--- config.mk ---
export PLATFORM = sky130hd
export DESIGN_NAME = bpra_ctrl
export DESIGN_NICKNAME = d
export VERILOG_FILES = /design/src/rtl/core/bpra_pkg.sv /design/src/rtl/core/bpra_ctrl.sv
export SDC_FILE = /design/constraint.sdc
export NUM_CORES = 2
export LEC_CHECK = 0
export ABC_AREA = 1
export ABC_CLOCK_PERIOD_IN_PS = 9950
export CAP_MARGIN = 25
export CORE_MARGIN = 1
export CORE_UTILIZATION = 30
export CTS_BUF_LIST = sky130_fd_sc_hd__clkbuf_4
export CTS_CLUSTER_DIAMETER = 120
export DETAILED_ROUTE_END_ITERATION = 6
export DONT_BUFFER_PORTS = 1
export GPL_TIMING_DRIVEN = 0
export PLACE_DENSITY = 0.55
export SYNTH_ARGS = -nofsm -noshare
export SYNTH_HDL_FRONTEND = slang
export SYNTH_SLANG_ARGS = --single-unit
export TNS_END_PERCENT = 10
--- constraint.sdc ---
create_clock -name clock -period 9.95 [get_ports clock]
set_clock_uncertainty 0.1 [all_clocks]
set_input_delay 0.995 -clock clock [delete_from_list [all_inputs] [get_ports clock]]
set_output_delay 0.995 -clock clock [all_outputs]
set_load 0.01 [all_outputs]
--- src/rtl/core/bpra_pkg.sv ---
// Package for the bitmap page run allocator: sizes, codes and the word types.
// Used by bpra_ctrl and the top level; depends on nothing.
package bpra_pkg;

   localparam int NUM_PAGES = 4096;
   localparam int MAX_RUN   = 63;
   localparam int WORD_BITS = 64;
   localparam int MAP_WORDS = NUM_PAGES / WORD_BITS;
   localparam int ADDR_W    = $clog2(MAP_WORDS);
   localparam int PAGE_W    = 13;
   localparam int BIT_W     = $clog2(WORD_BITS);
   localparam int WCNT_W    = PAGE_W - BIT_W;
   localparam int GRP_W     = 3;
   localparam int SUB_W     = BIT_W - GRP_W;
   localparam int GRP_BITS  = 1 << SUB_W;

   localparam logic [PAGE_W-1:0] PAGE_LIMIT = PAGE_W'(NUM_PAGES);
   localparam logic [PAGE_W-1:0] COUNT_MAX  = '1;

   localparam logic OP_ALLOC = 1'b0;
   localparam logic OP_FREE  = 1'b1;

   localparam logic [1:0] SEL_DMA      = 2'd0;
   localparam logic [1:0] SEL_NORMAL   = 2'd1;
   localparam logic [1:0] SEL_UNMAPPED = 2'd2;
   localparam logic [1:0] SEL_INVALID  = 2'd3;

   localparam logic [1:0] ST_OK        = 2'd0;
   localparam logic [1:0] ST_BAD_COUNT = 2'd1;
   localparam logic [1:0] ST_BAD_REGION = 2'd2;
   localparam logic [1:0] ST_NO_SPACE  = 2'd3;

   localparam logic [1:0] CSR_LOW_FIRST  = 2'd0;
   localparam logic [1:0] CSR_LOW_END    = 2'd1;
   localparam logic [1:0] CSR_HIGH_FIRST = 2'd2;
   localparam logic [1:0] CSR_HIGH_END   = 2'd3;

   typedef struct packed {
      logic        opcode;
      logic [1:0]  region_select;
      logic [11:0] first_page;
      logic [5:0]  page_count;
   } bpra_req_type;

   typedef struct packed {
      logic [1:0]  status;
      logic [11:0] alloc_page;
      logic        mapped_flag;
      logic [12:0] low_free_pages;
      logic [12:0] high_free_pages;
   } bpra_rsp_type;

   typedef struct packed {
      logic [PAGE_W-1:0] low_first;
      logic [PAGE_W-1:0] low_end;
      logic [PAGE_W-1:0] high_first;
      logic [PAGE_W-1:0] high_end;
   } bpra_cfg_type;

   typedef struct packed {
      logic                 we;
      logic [ADDR_W-1:0]    addr;
      logic [WORD_BITS-1:0] wdata;
   } bpra_mem_type;

endpackage

--- src/rtl/core/bpra_ctrl.sv ---
// Allocator sequencer: first-fit scan, bitmap set and clear, counts and result word.
// Depends on bpra_pkg; drives the bitmap RAM through a bpra_mem_type word.
module bpra_ctrl import bpra_pkg::*; (
   input  logic                 clock,
   input  logic                 reset,
   input  bpra_cfg_type         cfg,
   input  logic                 req_valid,
   output logic                 req_stall,
   input  bpra_req_type         req_word,
   output logic                 rsp_valid,
   input  logic                 rsp_stall,
   output bpra_rsp_type         rsp_word,
   output bpra_mem_type         mem,
   input  logic [WORD_BITS-1:0] mem_rdata
);

   typedef enum logic [9:0] {
      S_IDLE  = 10'b0000000001,
      S_CHECK = 10'b0000000010,
      S_SRD   = 10'b0000000100,
      S_SLD   = 10'b0000001000,
      S_SCAN  = 10'b0000010000,
      S_MRD   = 10'b0000100000,
      S_MLD   = 10'b0001000000,
      S_MOP   = 10'b0010000000,
      S_MWR   = 10'b0100000000,
      S_DONE  = 10'b1000000000
   } state_type;

   state_type            state_ff, state_in;
   logic                 op_ff, op_in;
   logic [1:0]           sel_ff, sel_in;
   logic [5:0]           cnt_ff, cnt_in;
   logic [11:0]          fp_ff, fp_in;
   logic [WCNT_W-1:0]    word_ff, word_in;
   logic [GRP_W-1:0]     grp_ff, grp_in;
   logic [WORD_BITS-1:0] buf_ff, buf_in;
   logic [5:0]           run_ff, run_in;
   logic [PAGE_W-1:0]    start_ff, start_in;
   logic [PAGE_W-1:0]    first_ff, first_in;
   logic [PAGE_W-1:0]    end_ff, end_in;
   logic [PAGE_W-1:0]    lo_ff, lo_in;
   logic [PAGE_W-1:0]    hi_ff, hi_in;
   logic                 low_ff, low_in;
   logic [PAGE_W-1:0]    lcnt_ff, lcnt_in;
   logic [PAGE_W-1:0]    hcnt_ff, hcnt_in;
   logic [MAP_WORDS-1:0] valid_ff, valid_in;
   logic [1:0]           status_ff, status_in;
   logic                 rsp_valid_ff, rsp_valid_in;
   bpra_rsp_type         rsp_word_ff, rsp_word_in;

   logic [PAGE_W-1:0] low_end_c, high_end_c;

   assign low_end_c  = (cfg.low_end > PAGE_LIMIT) ? PAGE_LIMIT : cfg.low_end;
   assign high_end_c = (cfg.high_end > PAGE_LIMIT) ? PAGE_LIMIT : cfg.high_end;

   assign req_stall = (state_ff != S_IDLE);
   assign rsp_valid = rsp_valid_ff;
   assign rsp_word  = rsp_word_ff;

   always_comb begin
      logic [PAGE_W-1:0]    pg;
      logic [BIT_W-1:0]     idx;
      logic [5:0]           run_v;
      logic [PAGE_W-1:0]    start_v;
      logic                 found_v;
      logic [PAGE_W-1:0]    rfirst, rend, fc;
      logic [WCNT_W-1:0]    nw;
      logic [PAGE_W-1:0]    nw_page;
      logic [WORD_BITS-1:0] buf_v;
      logic [PAGE_W-1:0]    lc, hc;

      state_in     = state_ff;
      op_in        = op_ff;
      sel_in       = sel_ff;
      cnt_in       = cnt_ff;
      fp_in        = fp_ff;
      word_in      = word_ff;
      grp_in       = grp_ff;
      buf_in       = buf_ff;
      run_in       = run_ff;
      start_in     = start_ff;
      first_in     = first_ff;
      end_in       = end_ff;
      lo_in        = lo_ff;
      hi_in        = hi_ff;
      low_in       = low_ff;
      lcnt_in      = lcnt_ff;
      hcnt_in      = hcnt_ff;
      valid_in     = valid_ff;
      status_in    = status_ff;
      rsp_valid_in = rsp_valid_ff;
      rsp_word_in  = rsp_word_ff;
      mem.we       = 1'b0;
      mem.addr     = word_ff[ADDR_W-1:0];
      mem.wdata    = buf_ff;

      pg      = '0;
      idx     = '0;
      run_v   = run_ff;
      start_v = start_ff;
      found_v = 1'b0;
      buf_v   = buf_ff;
      lc      = lcnt_ff;
      hc      = hcnt_ff;
      nw      = word_ff + WCNT_W'(1);
      nw_page = {nw, BIT_W'(0)};
      rfirst  = (sel_ff == SEL_UNMAPPED) ? cfg.high_first : cfg.low_first;
      rend    = (sel_ff == SEL_UNMAPPED) ? high_end_c : low_end_c;
      fc      = (sel_ff == SEL_UNMAPPED) ? hcnt_ff : lcnt_ff;

      if (rsp_valid_ff && !rsp_stall) begin
         rsp_valid_in = 1'b0;
      end

      case (state_ff)
         S_IDLE: begin
            if (req_valid) begin
               op_in    = req_word.opcode;
               sel_in   = req_word.region_select;
               cnt_in   = req_word.page_count;
               fp_in    = req_word.first_page;
               state_in = S_CHECK;
            end
         end
         S_CHECK: begin
            status_in = ST_OK;
            if (cnt_ff == 6'd0 || 32'(cnt_ff) > MAX_RUN) begin
               status_in = ST_BAD_COUNT;
               state_in  = S_DONE;
            end else if (op_ff == OP_FREE) begin
               lo_in    = {1'b0, fp_ff};
               hi_in    = {1'b0, fp_ff} + PAGE_W'(cnt_ff);
               word_in  = {1'b0, fp_ff[11:BIT_W]};
               state_in = S_MRD;
            end else if (sel_ff == SEL_INVALID) begin
               status_in = ST_BAD_REGION;
               state_in  = S_DONE;
            end else if (fc < PAGE_W'(cnt_ff) || rfirst >= rend ||
                         (rend - rfirst) < PAGE_W'(cnt_ff)) begin
               status_in = ST_NO_SPACE;
               state_in  = S_DONE;
            end else begin
               low_in   = (sel_ff != SEL_UNMAPPED);
               first_in = rfirst;
               end_in   = rend;
               word_in  = rfirst[PAGE_W-1:BIT_W];
               run_in   = '0;
               state_in = S_SRD;
            end
         end
         S_SRD: begin
            state_in = S_SLD;
         end
         S_SLD: begin
            buf_in   = valid_ff[word_ff[ADDR_W-1:0]] ? mem_rdata : '1;
            grp_in   = '0;
            state_in = S_SCAN;
         end
         S_SCAN: begin
            for (int k = 0; k < GRP_BITS; k++) begin
               pg  = {word_ff, grp_ff, SUB_W'(k)};
               idx = {grp_ff, SUB_W'(k)};
               if (!found_v) begin
                  if (pg >= first_ff && pg < end_ff && !buf_ff[idx]) begin
                     if (run_v == 6'd0) begin
                        start_v = pg;
                     end
                     run_v = run_v + 6'd1;
                     if (run_v == cnt_ff) begin
                        found_v = 1'b1;
                     end
                  end else begin
                     run_v = '0;
                  end
               end
            end
            run_in   = run_v;
            start_in = start_v;
            if (found_v) begin
               lo_in    = start_v;
               hi_in    = start_v + PAGE_W'(cnt_ff);
               word_in  = start_v[PAGE_W-1:BIT_W];
               state_in = S_MRD;
            end else if (grp_ff == '1) begin
               if (nw_page >= end_ff) begin
                  status_in = ST_NO_SPACE;
                  state_in  = S_DONE;
               end else begin
                  word_in  = nw;
                  state_in = S_SRD;
               end
            end else begin
               grp_in = grp_ff + GRP_W'(1);
            end
         end
         S_MRD: begin
            state_in = S_MLD;
         end
         S_MLD: begin
            buf_in   = valid_ff[word_ff[ADDR_W-1:0]] ? mem_rdata : '1;
            grp_in   = '0;
            state_in = S_MOP;
         end
         S_MOP: begin
            for (int k = 0; k < GRP_BITS; k++) begin
               pg  = {word_ff, grp_ff, SUB_W'(k)};
               idx = {grp_ff, SUB_W'(k)};
               if (pg >= lo_ff && pg < hi_ff && pg < PAGE_LIMIT) begin
                  if (op_ff == OP_ALLOC) begin
                     buf_v[idx] = 1'b1;
                  end else if (buf_v[idx]) begin
                     buf_v[idx] = 1'b0;
                     if (pg >= cfg.low_first && pg < low_end_c) begin
                        lc = (lc == COUNT_MAX) ? lc : lc + PAGE_W'(1);
                     end else if (pg >= cfg.high_first && pg < high_end_c) begin
                        hc = (hc == COUNT_MAX) ? hc : hc + PAGE_W'(1);
                     end
                  end
               end
            end
            buf_in  = buf_v;
            lcnt_in = lc;
            hcnt_in = hc;
            if (grp_ff == '1) begin
               state_in = S_MWR;
            end else begin
               grp_in = grp_ff + GRP_W'(1);
            end
         end
         S_MWR: begin
            mem.we = 1'b1;
            valid_in[word_ff[ADDR_W-1:0]] = 1'b1;
            if (nw_page < hi_ff && 32'(nw) < MAP_WORDS) begin
               word_in  = nw;
               state_in = S_MRD;
            end else begin
               if (op_ff == OP_ALLOC) begin
                  if (low_ff) begin
                     lcnt_in = lcnt_ff - PAGE_W'(cnt_ff);
                  end else begin
                     hcnt_in = hcnt_ff - PAGE_W'(cnt_ff);
                  end
               end
               state_in = S_DONE;
            end
         end
         S_DONE: begin
            if (!rsp_valid_ff || !rsp_stall) begin
               rsp_valid_in                = 1'b1;
               rsp_word_in.status          = status_ff;
               rsp_word_in.alloc_page      = '0;
               rsp_word_in.mapped_flag     = 1'b0;
               if (status_ff == ST_OK && op_ff == OP_ALLOC) begin
                  rsp_word_in.alloc_page  = lo_ff[11:0];
                  rsp_word_in.mapped_flag = low_ff;
               end
               rsp_word_in.low_free_pages  = lcnt_ff;
               rsp_word_in.high_free_pages = hcnt_ff;
               state_in = S_IDLE;
            end
         end
         default: begin
            state_in = S_IDLE;
         end
      endcase
   end

   always_ff @(posedge clock) begin
      if (reset) begin
         state_ff     <= S_IDLE;
         lcnt_ff      <= '0;
         hcnt_ff      <= '0;
         valid_ff     <= '0;
         rsp_valid_ff <= 1'b0;
      end else begin
         state_ff     <= state_in;
         lcnt_ff      <= lcnt_in;
         hcnt_ff      <= hcnt_in;
         valid_ff     <= valid_in;
         rsp_valid_ff <= rsp_valid_in;
      end
   end

   always_ff @(posedge clock) begin
      op_ff       <= op_in;
      sel_ff      <= sel_in;
      cnt_ff      <= cnt_in;
      fp_ff       <= fp_in;
      word_ff     <= word_in;
      grp_ff      <= grp_in;
      buf_ff      <= buf_in;
      run_ff      <= run_in;
      start_ff    <= start_in;
      first_ff    <= first_in;
      end_ff      <= end_in;
      lo_ff       <= lo_in;
      hi_ff       <= hi_in;
      low_ff      <= low_in;
      status_ff   <= status_in;
      rsp_word_ff <= rsp_word_in;
   end

endmodule

==> results.json <==
{
  "status": "finished with violations",
  "violations": "design-rule violations",
  "vdd_drop_max_v": 0.0000593,
  "yosys_register_bits": 311,
  "critPathMaxFanout": 8,
  "rsz0062_at_grt": "true",
  "fin_nets": 4942,
  "gr-usage-all-layers_pct": 22.2,
  "core_area_sq_mm": 0.0953,
  "cpMostUsedCell": "nor2_4",
  "io_buffers": 0,
  "multi_input_area_sq_mm": 0.0195,
  "yosysTopAreaCell": "edfxtp_1",
  "first_pass_iters": 7,
  "gp_congestion": 0.940,
  "power.share.clock_pct": 36.8,
  "power_density_mw_per_mm2": 94.2,
  "detail-route-antenna-nets": 0,
  "grt_max_degree": 27,
  "dieArea_sq_mm": 0.0977,
  "slew_violations": 0,
  "switchingPower_uw": 1110,
  "slew_headroom_pct": 22.0,
  "initial_utilization_pct": 30.4,
  "row_count": 113,
  "grt_antenna_before_repair": 9,
  "power.leakage_uw": 0.0151,
  "ios": 255,
  "crit_path_end_kind": "register",
  "start_kind": "primary input",
  "timing.final.crit_share_pct": 97.7,
  "cp_slowest_stage_delay_ps": 530,
  "synth_fp_nets": 4611,
  "p_seq_share_pct": 42.2,
  "yosysMostFrequentCell": "nand2_1",
  "holdWs_ps": 79.4,
  "drtIter0Drc": 2777,
  "path_class": "primary input to register",
  "cts_tree": "done",
  "hold_viol": 0,
  "finalInstanceArea_sq_mm": 0.0358,
  "hpwl_um": 88600,
  "fillCellCount": 10187,
  "internal-power_uw": 2260,
  "hold_path_class": "primary input to register",
  "worstPathRequired_ps": 10580,
  "synth-edff-count": 210,
  "clk_pin_slew_ps": 70,
  "yosys-top-cells-area": "edfxtp_1 22%, nand2_1 13%, inv_1 8.2%",
  "ys_top_cells_by_count": "996 x nand2_1, 629 x inv_1, 473 x nor2_1",
  "syn_area_sq_mm": 0.0289,
  "grt_pass1_wl_um": 168000,
  "wl_per_cell_um": 19.3,
  "cts_root_buffer": "clkbuf_4",
  "syn_to_final_growth_pct": 23.9,
  "numCtsBuffers": 88,
  "cp_slowest_cell": "or4_4",
  "grt_pass1_vias": 27968,
  "drt_wl_total_um": 115000,
  "layout_setup_ws_ps": 230,
  "worst_ep_arrival_time_ps": 10350,
  "maxCapViolations": 0,
  "preCtsSetupSlack_ps": -1900,
  "overflow": 0,
  "setup_viol": 0,
  "synthCells": 4289,
  "htreeDepth": 3,
  "cts.sink_count": 311,
  "pwr-share-comb_pct": 20.9,
  "synthDominantCellAreaShare_pct": 21.8,
  "postCtsHoldBufs": 0,
  "die_x_um": 313,
  "worst_slew_pin_slew_ps": 1160,
  "regArea_sq_mm": 0.00833,
  "cts_buffer_depth": 3,
  "max_freq_ghz": 0.103,
  "yosysSeqAreaShare_pct": 28.8,
  "vias": 30876,
  "drive_gt1_share_pct": 21.5,
  "clock_latency_ps": 910,
  "synth.avg_cell_area_sq_um": 6.74,
  "async_flop_share_pct": 0,
  "viasPerCell": 5.18,
  "synth_cell_type_count": 73,
  "period_minus_slack_ps": 9720,
  "die_h_um": 313,
  "place_area_sq_mm": 0.0310,
  "synth-main-ff-cell": "edfxtp_1",
  "yosysWarnings": 0,
  "drc": 1,
  "switching_share_pct": 33.0
}
-- placed cells by master (no fill, tap or decap), types with 11 or more instances in the layout --
| master | n |
|---|---|
| a211oi_1 | 12 |
| a21oi_1 | 229 |
| a21oi_2 | 15 |
| a31oi_1 | 14 |
| buf_2 | 11 |
| buf_4 | 206 |
| buf_6 | 26 |
| clkbuf_1 | 48 |
| clkbuf_4 | 130 |
| clkinv_1 | 39 |
| dfxtp_1 | 101 |
| edfxtp_1 | 210 |
| ha_1 | 154 |
| ha_4 | 22 |
| inv_1 | 603 |
| inv_2 | 71 |
| nand2_1 | 889 |
| nand2_2 | 132 |
| nand2_4 | 44 |
| nand3_1 | 262 |
| nand3_2 | 33 |
| nand3_4 | 26 |
| nand3b_1 | 15 |
| nand4_1 | 156 |
| nor2_1 | 426 |
| nor2_2 | 52 |
| nor2_4 | 69 |
| nor3_1 | 77 |
| nor3_2 | 19 |
| nor4_1 | 12 |
| o21ai_0 | 194 |
| o21ai_1 | 28 |
| o21ai_2 | 14 |
| o21ai_4 | 14 |
| o21bai_1 | 13 |
| o22ai_1 | 21 |
| xnor2_1 | 15 |
| xor2_1 | 71 |
-- power groups by stage --
stage / registers [uW] / clock network [uW] / logic, uW
final: 1430 / 1240 / 706
after CTS: 1430 / 1270 / 643
after global placement: 1470 / 0 / 587
after detailed placement: 1470 / 0 / 603
after floorplan: 1450 / 0 / 408
after global routing: 1430 / 1340 / 771
-- final timing paths --
check,start,to,slack [ps],depth (start not counted)
min,req_word[10],fp_ff[4],80,0
max reg2reg,word_ff[2],lcnt_ff[6],290,74
max,cfg[33],lcnt_ff[6],230,75
min reg2reg,lcnt_ff[8],rsp_word[21],330,0
-- worst max-delay path: cells and delay by family --
kind | cells | cell delay, ps
and+or+nand+nor | 48 | 5470
xor gates and xnor gates | 3 | 540
adders and majority gates | 8 | 1480
AOI/OAI and AO/OA | 6 | 880
buffers and inverters | 10 | 930
-- final cells by class --
class	count	area share, %
multi-input cells	3196	54.5
well taps	1265	4.42
diodes	7	0.0489
inverters	703	7.49
repair buffers	238	5.75
clock buffers	127	2.66
flip-flops and latches	311	23.2
repair inverters	1	0.0209
plain buffers	81	1.28
clock inverters	37	0.586
-- kinds of logic after synthesis --
kind of cell	synth area share, %
simple gates	36.7
buf+inv	10.7
fa+ha+maj	7.93
flops	28.8
compound gates	12.8
xor+xnor	3.08
-- what timing repair did --
item                       4_1_cts  5_1_grt
pin swaps                       46      194
resized for setup               76      343
setup endpoints to repair       93       89
gates cloned                     2        8
setup buffers                   71      135
-- through the flow --
step	util [%]	total power (uW)	std cells	setup TNS (ps)
2_1_floorplan	-	1860	4289	-5.36
3_3_place_gp	32.3	2060	5554	-118200
3_5_place_dp	32.6	2070	5573	-113640
4_1_cts	34.8	3340	5809	-90.3
5_1_grt	37.6	3540	5962	-7920
6_report	37.6	3380	5966	0
-- layer usage --
metal / vias up / share of wire (%) / GRT usage (%)
met3: 200 / 7.2 / 3.45
met1: 14600 / 44 / 30.1
met2: 1088 / 46 / 36.4
met4: 2 / 3.1 / 6.55
li1: 14986 / - / -
met5: - / 0.010 / 0
Note: power is estimated with default switching activity, not from simulation.
